`config.mk`:
```
export PLATFORM = sky130hd
export DESIGN_NAME = ed_ram
export DESIGN_NICKNAME = d
export VERILOG_FILES = /design/src/hdl/ed_ram.sv
export SDC_FILE = /design/constraint.sdc
export NUM_CORES = 1
export LEC_CHECK = 0
export BUFFER_PORTS_ARGS = -buffer_cell sky130_fd_sc_hd__clkbuf_2
export CORE_MARGIN = 3
export CORE_UTILIZATION = 49
export CTS_CLUSTER_SIZE = 25
export DETAILED_ROUTE_END_ITERATION = 6
export MAX_ROUTING_LAYER = met4
export SYNTH_ARGS = -nofsm -noshare
export SYNTH_HDL_FRONTEND = slang
export SYNTH_SLANG_ARGS = --single-unit
```
`constraint.sdc`:
```
create_clock -name aclk -period 2.33 [get_ports aclk]
set_input_delay 0.233 -clock aclk [delete_from_list [all_inputs] [get_ports aclk]]
set_output_delay 0.233 -clock aclk [all_outputs]
set_load 0.03 [all_outputs]
```
`src/hdl/ed_ram.sv`:
```
module ed_ram #(
    parameter int WIDTH = 8,
    parameter int DEPTH = 64
) (
    input  logic                             aclk,
    input  logic                             we,
    input  logic [$clog2(DEPTH)-1:0]         waddr,
    input  logic [WIDTH-1:0]                 wdata,
    input  logic [$clog2(DEPTH)-1:0]         raddr,
    output logic [WIDTH-1:0]                 rdata
);

    logic [WIDTH-1:0] mem [DEPTH];
    logic [WIDTH-1:0] rdata_reg;

    always_ff @(posedge aclk) begin
        if (we) begin
            mem[waddr] <= wdata;
        end
        rdata_reg <= mem[raddr];
    end

    assign rdata = rdata_reg;

endmodule

```
; ---- Word-level counts from Yosys, hierarchy flattened
; Memories as Yosys holds them, arrays and structs flattened. A register that Yosys moved wholly into a read port is not among the register bits.
; Index checks and enable logic that the tools add are counted.
[word_totals]
ff_bits = 0
ram_bits = 512
inputBits = 22
output_inout_bits = 8
elab_cells = 3
memories = 1
[op_classes]
muxes = 2
[mem_list]
columns = memory, words, word_bits, read_ports, rd_clocked_by_memory_dff, wr, line_no
row1 = mem, 64, 8, 1, 1, 1, 13  ; logic [WIDTH-1:0] mem [DEPTH];
[ops]
columns = cell, n
row1 = 2-to-1 mux 1 bit, 2

; ---- Longest topological paths before layout
[logic_depth]
word_depth = 2
mapped_depth = 9
ltp_nobuf = 5

; ---- Worst setup path after synthesis
; Ideal clock, no wire load.
[synth_timing]
kind = input-to-reg
startpoint = in raddr[1]
endpoint = reg rdata_reg[3], in the netlist rdata[3] (read register of mem)
setup_time_ns = 0.128
arrival_ns = 1.773
required_ns = 2.202
slack_ns = 0.429
cell_stages = 7
n_path_buf = 3
cell_sequence = buf_4 buf_2 buf_2 mux4_2 mux4_2 o21ai_1 o41ai_1
[synth_rtl]
columns = item, line_no
row1 = "start, declared", 9  ; input logic [$clog2(DEPTH)-1:0] raddr,
row2 = "end, declared", 14  ; logic [WIDTH-1:0] rdata_reg;

==> impl_metrics.yaml <==
cells_and_area:
  largest_reg_flops: 512
  syn_to_final_growth_pct: 16.0
  regArea_mm2: 0.0155
  nets: 1127
  fillers: 2986
  multiInputGateArea_mm2: 0.00432
  drive_gt1_share_pct: 32.3
grt:
  met3_usage_pct: 3.74
  grt_max_degree: 65
  grt.met1_usage_pct: 31.5
  grtUsageMet2_pct: 34.1
  grt_pass1_vias: 10300
  track_usage_pct: 22.1
  grt_pass1_wl_mm: 69.0
  overflow: 0
  grt_busiest_layer: "met2"
  antenna_found_initial: 1
clock_tree:
  clock_latency_ns: 0.59
  clock_path_buffers: 3
  cts_resized: 0
  cts_tree: "built"
  cts_hold_buf: 0
  clk_transition_reported_paths_ns: 0.06
  cts.sinks: 520
  post_cts_buffers: 0
  cts_buffers: 54
  clockRootBuffer: "clkbuf_16"
  h-tree-depth: 2
setup_path:
  worst_setup_path_end_kind: "flip-flop"
  worstSetupStartpointType: "flip-flop"
  worstPathRequired_ns: 2.78
  crit_fanout: 1
  criticalPathCategory: "flip-flop to flip-flop"
  cp.arrival_ns: 2.67
synthesis:
  synth.top_cell.area_share_pct: 76.2
  synth_cell_types: 40
  synth_cells: 940
  synth.largest_area_cell: "edfxtp_1"
  synth.area.top_cells: "edfxtp_1 (76%), mux4_2 (14%), nor2_1 (1.5%)"
  synth_commonest_cells: "edfxtp_1 (512), mux4_2 (126), nor2_1 (83)"
  synthArstFlopShare_pct: 0
  synth_area_mm2: 0.0202
  synth.avg_cell_area_um2: 21.5
  synth_nets: 962
  synth_most_common_cell: "edfxtp_1"
  synth_seq_cells: 520
  synth_edf_count: 512
  synth_warnings: 0
  synth_seq_area_share_pct: 77.0
  ys.flop_type: "edfxtp_1"
die:
  die_w_um: 209
  die_area_mm2: 0.0436
  die-height_um: 209
  start_util_pct: 50.2
  rows: 73
  fp.coreArea_mm2: 0.0402
  io_pins: 30
routing:
  initialDrtViolationCount: 1040
  detail_route.vias_per_cell: 5.96
  ant_nets: 0
  drc: 0
  wirelength_mm: 45.9
  first_pass_iters: 5
  num_vias: 9968
  wire_per_inst_um: 27.5
pwr:
  cellPowerDensity_mw_per_mm2: 829
  total_power_w: 0.0194
  irDropWorstVdd_mv: 0.575
  p_leak_nw: 7.59
placed_design:
  portBuffers: 29
  gp_congestion: 0.835
  dp_hpwl_mm: 29.5
run_status:
  status: "complete, no violations"
sta:
  worst_slew_pin_slew_ns: 0.740
  fin_hold_ws_ns: 0.205
  tns_ns: 0
  min_period_ns: 2.22
  fin_crit_sh_pct: 95.2
  drv_slew: 0
  relSlewSlack_pct: 50.7
  skew_ns: 0.0210
  fmax_ghz: 0.451
  hold_violations: 0
  rsz0062_at_grt: "no"
  setup_viol: 0
worst_hold_path:
  hold_path_class: "input pin to flip-flop"
job:
  cap_violations: 0
-- power breakdown --
group          leakage [nW]  switching (W)  internal, W  total, W
Sequential             4.67      0.0000337       0.0104    0.0104
Clock                 0.789        0.00340      0.00453   0.00793
Combinational          2.12       0.000634     0.000424   0.00106
Total                  7.59        0.00406       0.0153    0.0194
-- layout by cell type, fill, tap and decap left out, types with 13 or more instances in the layout --
| cell type | instances |
|---|---|
| edfxtp_1 | 512 |
| mux4_2 | 126 |
| buf_4 | 123 |
| nor2_1 | 83 |
| clkbuf_16 | 55 |
| clkbuf_2 | 26 |
| mux2i_1 | 23 |
| nand2_1 | 19 |
| clkbuf_1 | 18 |
| nor2b_1 | 14 |
| mux2_2 | 13 |
| nand3_1 | 13 |
-- metal layers --
layer,part of all wire [%],vias to the layer above
li1,-,4252
met1,43,5298
met2,48,338
met3,6.7,80
met4,2.1,0
met5,0,-
-- per-stage QoR --
step	area (um^2)	instances	setup slack [ns]	util [%]
floorplan	20200	940	0.429	-
global placement	21800	1574	-0.142	54.2
detailed placement	21800	1574	-0.157	54.2
CTS	23400	1670	0.149	58.2
global route	23400	1671	0.0751	58.2
finish	23400	1672	0.111	58.2
-- critical path, stage by stage (launching register included) --
cell	delay, ns
edfxtp_1	0.36
mux4_2	0.47
mux2_2	0.27
o221a_2	0.28
nor3_1	0.54
o32ai_1	0.18
-- final timing paths --
| kind | from | end | slack (ns) | cells past startpoint |
|---|---|---|---|---|
| worst max register to register | mem[29][6] | rdata[6] | 0.11 | 5 |
| worst min-delay path | wdata[0] | mem[10][0] | 0.21 | 1 |
| worst max-delay path | mem[29][6] | rdata[6] | 0.11 | 5 |
| worst min register to register | mem[31][4] | rdata[4] | 0.83 | 3 |
-- cell type report --
type	count	share of cell area [%]
timing repair buffer	160	5.42
clock buffer	73	6.17
clock inverter	23	0.690
sequential	520	66.4
tap	525	2.81
antenna	2	0.0214
multi-input combinational	369	18.5
-- kinds of logic after synthesis --
group | share of synthesized area (%)
buffers and inverters | 1.57
flip-flops | 77.0
AO/OA/AOI/OAI | 2.07
multiplexers | 15.9
AND/OR/NAND/NOR | 3.39
Note: power is estimated with default switching activity, not from simulation.
