File: config.mk
export PLATFORM = sky130hd
export DESIGN_NAME = ed_cell
export DESIGN_NICKNAME = d
export VERILOG_FILES = /design/src/hdl/ed_pkg.sv /design/src/hdl/ed_cell.sv
export SDC_FILE = /design/constraint.sdc
export NUM_CORES = 1
export LEC_CHECK = 0
export BUFFER_PORTS_ARGS = -buffer_cell sky130_fd_sc_hd__buf_2
export CORE_ASPECT_RATIO = 1.1
export CORE_UTILIZATION = 51
export CTS_CLUSTER_DIAMETER = 150
export DETAILED_ROUTE_END_ITERATION = 10
export GPL_ROUTABILITY_DRIVEN = 0
export PLACE_DENSITY = 0.9
export SYNTH_ARGS = -nofsm -noshare
export SYNTH_HDL_FRONTEND = slang
export SYNTH_SLANG_ARGS = --single-unit
File: constraint.sdc
create_clock -name aclk -period 5.6 [get_ports aclk]
set_input_delay 1.12 -clock aclk [delete_from_list [all_inputs] [get_ports aclk]]
set_output_delay 1.12 -clock aclk [all_outputs]
set_load 0.1 [all_outputs]
File: src/hdl/ed_pkg.sv
package ed_pkg;

    localparam int MAX_LEN = 64;
    localparam int LEN_W   = $clog2(MAX_LEN + 1);
    localparam int ADDR_W  = (MAX_LEN > 1) ? $clog2(MAX_LEN) : 1;
    localparam int COST_W  = $clog2(MAX_LEN + 2);
    localparam int SYM_W   = 8;
    localparam int OP_W    = 2;
    localparam int DIST_W  = 7;

    localparam logic [OP_W-1:0] OP_FIRST  = 2'd0;
    localparam logic [OP_W-1:0] OP_SECOND = 2'd1;
    localparam logic [OP_W-1:0] OP_FINISH = 2'd2;

    typedef struct packed {
        logic [OP_W-1:0]  operation;
        logic [SYM_W-1:0] symbol;
    } in_beat_t;

    typedef struct packed {
        logic [DIST_W-1:0] distance;
        logic              overflow;
    } out_beat_t;

    // one row of the cost table travelling down the cell chain
    typedef struct packed {
        logic              valid;
        logic              last;
        logic [SYM_W-1:0]  sym;
        logic [COST_W-1:0] cost_new;
        logic [COST_W-1:0] cost_old;
    } link_t;

    typedef enum logic [1:0] {
        ST_IDLE,
        ST_RUN,
        ST_DRAIN,
        ST_DONE
    } state_t;

endpackage

File: src/hdl/ed_cell.sv
module ed_cell (
    input  logic                        aclk,
    input  logic                        aresetn,
    input  logic                        start,
    input  logic                        clear,
    input  logic                        load,
    input  logic [ed_pkg::SYM_W-1:0]    load_sym,
    input  logic [ed_pkg::COST_W-1:0]   init_cost,
    input  ed_pkg::link_t               link_in,
    output ed_pkg::link_t               link_out
);

    logic                       active_reg, active_next;
    logic [ed_pkg::SYM_W-1:0]   sym_reg, sym_next;
    logic [ed_pkg::COST_W-1:0]  cost_reg, cost_next;
    ed_pkg::link_t              out_reg, out_next;

    logic [ed_pkg::COST_W-1:0]  up_cost, left_cost, diag_cost, best;

    always_comb begin
        up_cost   = cost_reg + ed_pkg::COST_W'(1);
        left_cost = link_in.cost_new + ed_pkg::COST_W'(1);
        diag_cost = link_in.cost_old + ed_pkg::COST_W'(link_in.sym != sym_reg);
        best      = (up_cost < left_cost) ? up_cost : left_cost;
        best      = (diag_cost < best) ? diag_cost : best;

        active_next = active_reg;
        sym_next    = sym_reg;
        cost_next   = cost_reg;
        out_next    = link_in;

        if (load) begin
            active_next = 1'b1;
            sym_next    = load_sym;
        end
        if (clear) begin
            active_next = 1'b0;
        end
        if (start) begin
            cost_next = init_cost;
        end
        // inactive cells pass the row through untouched
        if (link_in.valid && active_reg) begin
            cost_next         = best;
            out_next.cost_new = best;
            out_next.cost_old = cost_reg;
        end
    end

    always_ff @(posedge aclk) begin
        if (!aresetn) begin
            active_reg    <= 1'b0;
            out_reg.valid <= 1'b0;
        end else begin
            active_reg    <= active_next;
            out_reg.valid <= out_next.valid;
        end
        sym_reg           <= sym_next;
        cost_reg          <= cost_next;
        out_reg.last      <= out_next.last;
        out_reg.sym       <= out_next.sym;
        out_reg.cost_new  <= out_next.cost_new;
        out_reg.cost_old  <= out_next.cost_old;
    end

    assign link_out = out_reg;

endmodule

# [Word-level counts from Yosys, hierarchy flattened]
# Cells that the tools add are included.
[totals] out_inout_bits=24 wordCells=23 ff_bits=40 inputBits=44
[classes] order_cmp=2 add_sub_neg=3 n_reduce_logical=3 n_bitwise=1 n_mux=5 n_eq_ne=1
[ops] cell="$mux W7" n=4
[ops] cell="$add A7 B1 Y7 const B" n=2
[ops] cell="$lt A7 B7 Y1" n=2
[ops] cell="$mux W14" n=1
[ops] cell="$ne A8 B8 Y1" n=1
[ops] cell="$add A7 B1 Y7" n=1
[ops] cell="$reduce_bool A2 Y1" n=1
[ops] cell="$reduce_or A2 Y1" n=1
[ops] cell="$logic_and A1 B1 Y1" n=1
[ops] cell="$not A1 Y1" n=1

# [Depth between registers and ports, before layout]
[depth] word_depth=6 depth_mapped=19 depth_no_buf=19

# [Least setup slack after synthesis]
# No wires, ideal clock.
[synth_timing] path_type="input to register" from="input link_in[7] (netlist name)" to="register cost_reg[2] (netlist name) (data pin)" arrival_time_ns=4.770 setup_ns=0.256 setup_slack_ns=0.574 path_buffers=0 cell_stages=17 cell_sequence="ha_1 xor2_1 inv_1 ha_1 a2111o_1 o2111ai_1 nand3b_1 a21oi_1 mux2_2 ha_1 a21o_1 a21o_1 a21o_1 or3b_1 o22a_4 nor2b_1 o22a_1"
[synth_via] elab_chain_cells=6
[synth_lines] element="start: declaration" line_no="ed_cell.sv:9" text="input ed_pkg::link_t link_in,"
[synth_lines] element="$add A7 B1 Y7 *" line_no="ed_cell.sv:22" text="left_cost = link_in.cost_new + ed_pkg::COST_W'(1);"
[synth_lines] element="$lt A7 B7 Y1" line_no="ed_cell.sv:24" text="best = (up_cost < left_cost) ? up_cost : left_cost;"
[synth_lines] element="$mux W7 *" line_no="ed_cell.sv:24"
[synth_lines] element="$lt A7 B7 Y1" line_no="ed_cell.sv:25" text="best = (diag_cost < best) ? diag_cost : best;"
[synth_lines] element="$mux W7 *" line_no="ed_cell.sv:25"
[synth_lines] element="$mux W7 *" line_no="ed_cell.sv:43" text="if (link_in.valid && active_reg) begin"
[synth_lines] element="net cost_next (one bit)" line_no="ed_cell.sv:15" text="logic [ed_pkg::COST_W-1:0] cost_reg, cost_next;"
[synth_lines] element="end signal: assignment" line_no="ed_cell.sv:59" text="cost_reg <= cost_next;"
[synth_lines] element="end: declaration" line_no="ed_cell.sv:15"
# The timed path passes the listed nets; every way through them passes the cells marked *.
# A chain may end at the register's enable or synchronous reset.

# [Worst setup path in the final report]
[layout_timing] from="input link_in[7] (netlist name)" to="register cost_reg[6] (netlist name) (data pin)"
# Same word-level chain as after synthesis.

==> out/metrics.cfg <==
[global_route]
met1_usage = 0.257
grtUsageTotal = 0.230
grt_use_met3 = 0.0490
grt_pass1_wl_mm = 7.78
grt_overflow = 0
busiest_layer = met2
grt_pass1_vias = 1796
use_met2 = 0.401
grt_antenna_before_repair = 0
grt_max_degree = 24

[setup_path]
endpoint = cost_reg[6]
critical_path_class = primary input to register
rrSetupSlack_ns = 1.03
crit_path_start = link_in[7]
crit_path_max_fanout = 7
cp-start-kind = primary input
cp_slowest_stage_delay_ns = 0.43
rr_startpoint = cost_reg[0]
cp_top_family = compound AO/OA/AOI/OAI gates
crit_chain = buf_2 > ha_1 > xor2_1 > inv_1 > ha_1 > a2111o_1 > o2111ai_1 > nand3b_1 > a21oi_1 > buf_4 > mux2i_1 > inv_1 > ha_1 > a21o_1 > a21o_1 > or3b_1 > a21oi_1 > a21oi_1 > a221oi_1 > o21a_1
worstRegToRegCells = 18
critical_path_buf_inv_count = 4
crit_arrival_ns = 5.19
cp.required_ns = 5.77
cp-end-kind = register
cp_num_cells = 20
crit_slowest_cell = or3b_1
r2r_end = cost_reg[6]

[floorplanning]
dieArea_um2 = 4480
die_h_um = 70.1
std_cell_rows = 24
die_x_um = 63.9
core_um2 = 3990
initial_core_util = 0.538
io_pins = 68

[placement]
port_buffers = 67
dp_cells = 333
dpl.hpwl_mm = 3.84

[final_layout]
diodes = 0
instances_no_fill = 341
fillers = 315
largest_register_ffs = 24
drive_gt1_frac = 0.298
area_growth_pct = 23.6
nets = 346
utilization = 0.665

[min_path]
hold_depth = 2
worstHoldPathType = register to register

[synthesis]
ys_warn_count = 0
synth_top_cell_by_area = dfxtp_1
synth.avg_cell_area_um2 = 9.91
yosysTopAreaCellShare = 0.233
ys_ff_latch = 40
synth-seq-area-share = 0.442
synth_fp_nets = 275
synth_cell_types = 47
synthArstFlopShare = 0
ys_top_cells_by_area = dfxtp_1 23%, edfxtp_1 21%, ha_1 8.1%
synth_edf_count = 15
syn_inst = 217
ys.flop_type = dfxtp_1
mappedNetlistArea_um2 = 2150

[cts]
cts_num_sinks = 40
cts-root-buf = clkbuf_8
cts_tree = done
insertion_delay_ns = 0.30
postCtsHoldBufs = 0
post_cts_buffers = 0
cts_buffers = 5
cts_resized = 0
cts_buffer_depth = 2
clk_pin_slew_ns = 0.08
htreeDepth = 2

[routing]
drtIter0Drc = 110
wl_per_cell_um = 14.3
routed_wl_mm = 4.87
post-route-drc-count = 0
ant_nets = 0
vias = 1839
viasPerCell = 5.39
dr.pass1.iters = 4

[timing]
rsz0062_at_grt = no
tightestPinTransition_ns = 0.777
hold_violations = 0
tns_ns = 0
fin_worst_skew_ns = 0.00812
hold-worst-slack_ns = 0.528
fmax_ghz = 0.199
slew_viol_final = 0
finalSetupViolCount = 0
period_minus_slack_ns = 5.02
finalCritPeriodShare = 0.897
slew_headroom = 0.480

[power_and_ir_drop]
p_per_area_nw_per_um2 = 316
p_leak_uw = 0.00123
peakVddDrop_uv = 246
p_total_uw = 839

[job]
cap_violations = 0

[status]
status = finished, final reports clean

-- cell type report --
class / instances / area [µm²] / area share
clock buffer: 5 / 68.8 / 0.0259
multi-input combinational: 163 / 1150 / 0.431
sequential: 40 / 951 / 0.358
inverter: 10 / 37.5 / 0.0141
clock inverter: 3 / 46.3 / 0.0174
tap: 52 / 65.1 / 0.0245
timing repair buffer: 68 / 343 / 0.129
-- power breakdown --
part	internal (µW)	leakage [µW]	switching [µW]
registers	324	0.000358	10.8
logic	83.2	0.000822	182
clock network	134	0.0000548	105
total	541	0.00123	297
-- cells in the mapped netlist, types with 2 or more instances --
cell type,n
a21o_1,3
a21oi_1,6
and2_1,2
and3_1,2
clkbuf_1,4
dfxtp_1,25
edfxtp_1,15
ha_1,14
inv_1,10
mux2i_1,5
nand2_1,37
nand2b_1,3
nand3_1,9
nor2_1,8
nor2b_1,3
nor3_1,2
nor4_1,3
o21a_1,4
o21ai_0,3
o21ai_1,8
o22a_1,4
o31ai_2,2
xnor2_1,6
xor2_1,16
-- worst reg2reg max path, cell delays in order (launching register included) --
cell and delay (ns):
edfxtp_1 0.52, ha_1 0.31, xor2_1 0.17, ha_1 0.22, a2111o_1 0.39, o2111ai_1 0.16, nand3b_1 0.11, a21oi_1 0.20
buf_4 0.17, mux2i_1 0.23, inv_1 0.06, ha_1 0.28, a21o_1 0.16, a21o_1 0.21, or3b_1 0.43, a21oi_1 0.18
a21oi_1 0.06, a221oi_1 0.40, o21a_1 0.17
-- how the worst min path moves through the flow --
stage	startpoint	to	slack [ns]
3_3_place_gp	cost_reg[6]	link_out[6]	0.50
6_report	cost_reg[6]	link_out[6]	0.53
2_1_floorplan	cost_reg[6]	link_out[6]	0.46
5_1_grt	cost_reg[6]	link_out[6]	0.54
3_5_place_dp	cost_reg[6]	link_out[6]	0.51
4_1_cts	cost_reg[6]	link_out[6]	0.53
-- stage by stage --
| stage | setup slack [ns] | cell area (µm²) |
|---|---|---|
| after CTS | 0.634 | 2660 |
| after global routing | 0.260 | 2660 |
| after detailed placement | 0.331 | 2540 |
| after global placement | 0.431 | 2540 |
| after floorplan | 0.574 | 2150 |
| final | 0.576 | 2660 |
-- logic make-up after synthesis --
group / after synthesis / share of synthesized area
multiplexers: 6 / 0.0285
buffers and inverters: 14 / 0.0244
adder cells (fa/ha/maj): 14 / 0.0815
XOR/XNOR: 22 / 0.0896
AND/OR/NAND/NOR: 79 / 0.185
flip-flops: 40 / 0.442
AO/OA/AOI/OAI: 42 / 0.149
-- layout by cell type (no fill, tap or decap), types with 8 or more instances in the layout --
| cell type | instances |
|---|---|
| buf_2 | 67 |
| dfxtp_1 | 25 |
| edfxtp_1 | 15 |
| ha_1 | 14 |
| inv_1 | 10 |
| nand2_1 | 37 |
| nand3_1 | 9 |
| nor2_1 | 8 |
| o21ai_1 | 8 |
| xor2_1 | 16 |
-- routing by layer --
metal / share of wire / vias up
li1: - / 913
met1: 0.41 / 842
met2: 0.51 / 71
met3: 0.050 / 13
met4: 0.031 / 0
met5: 0 / -
Power figures use the tool's default switching activity.
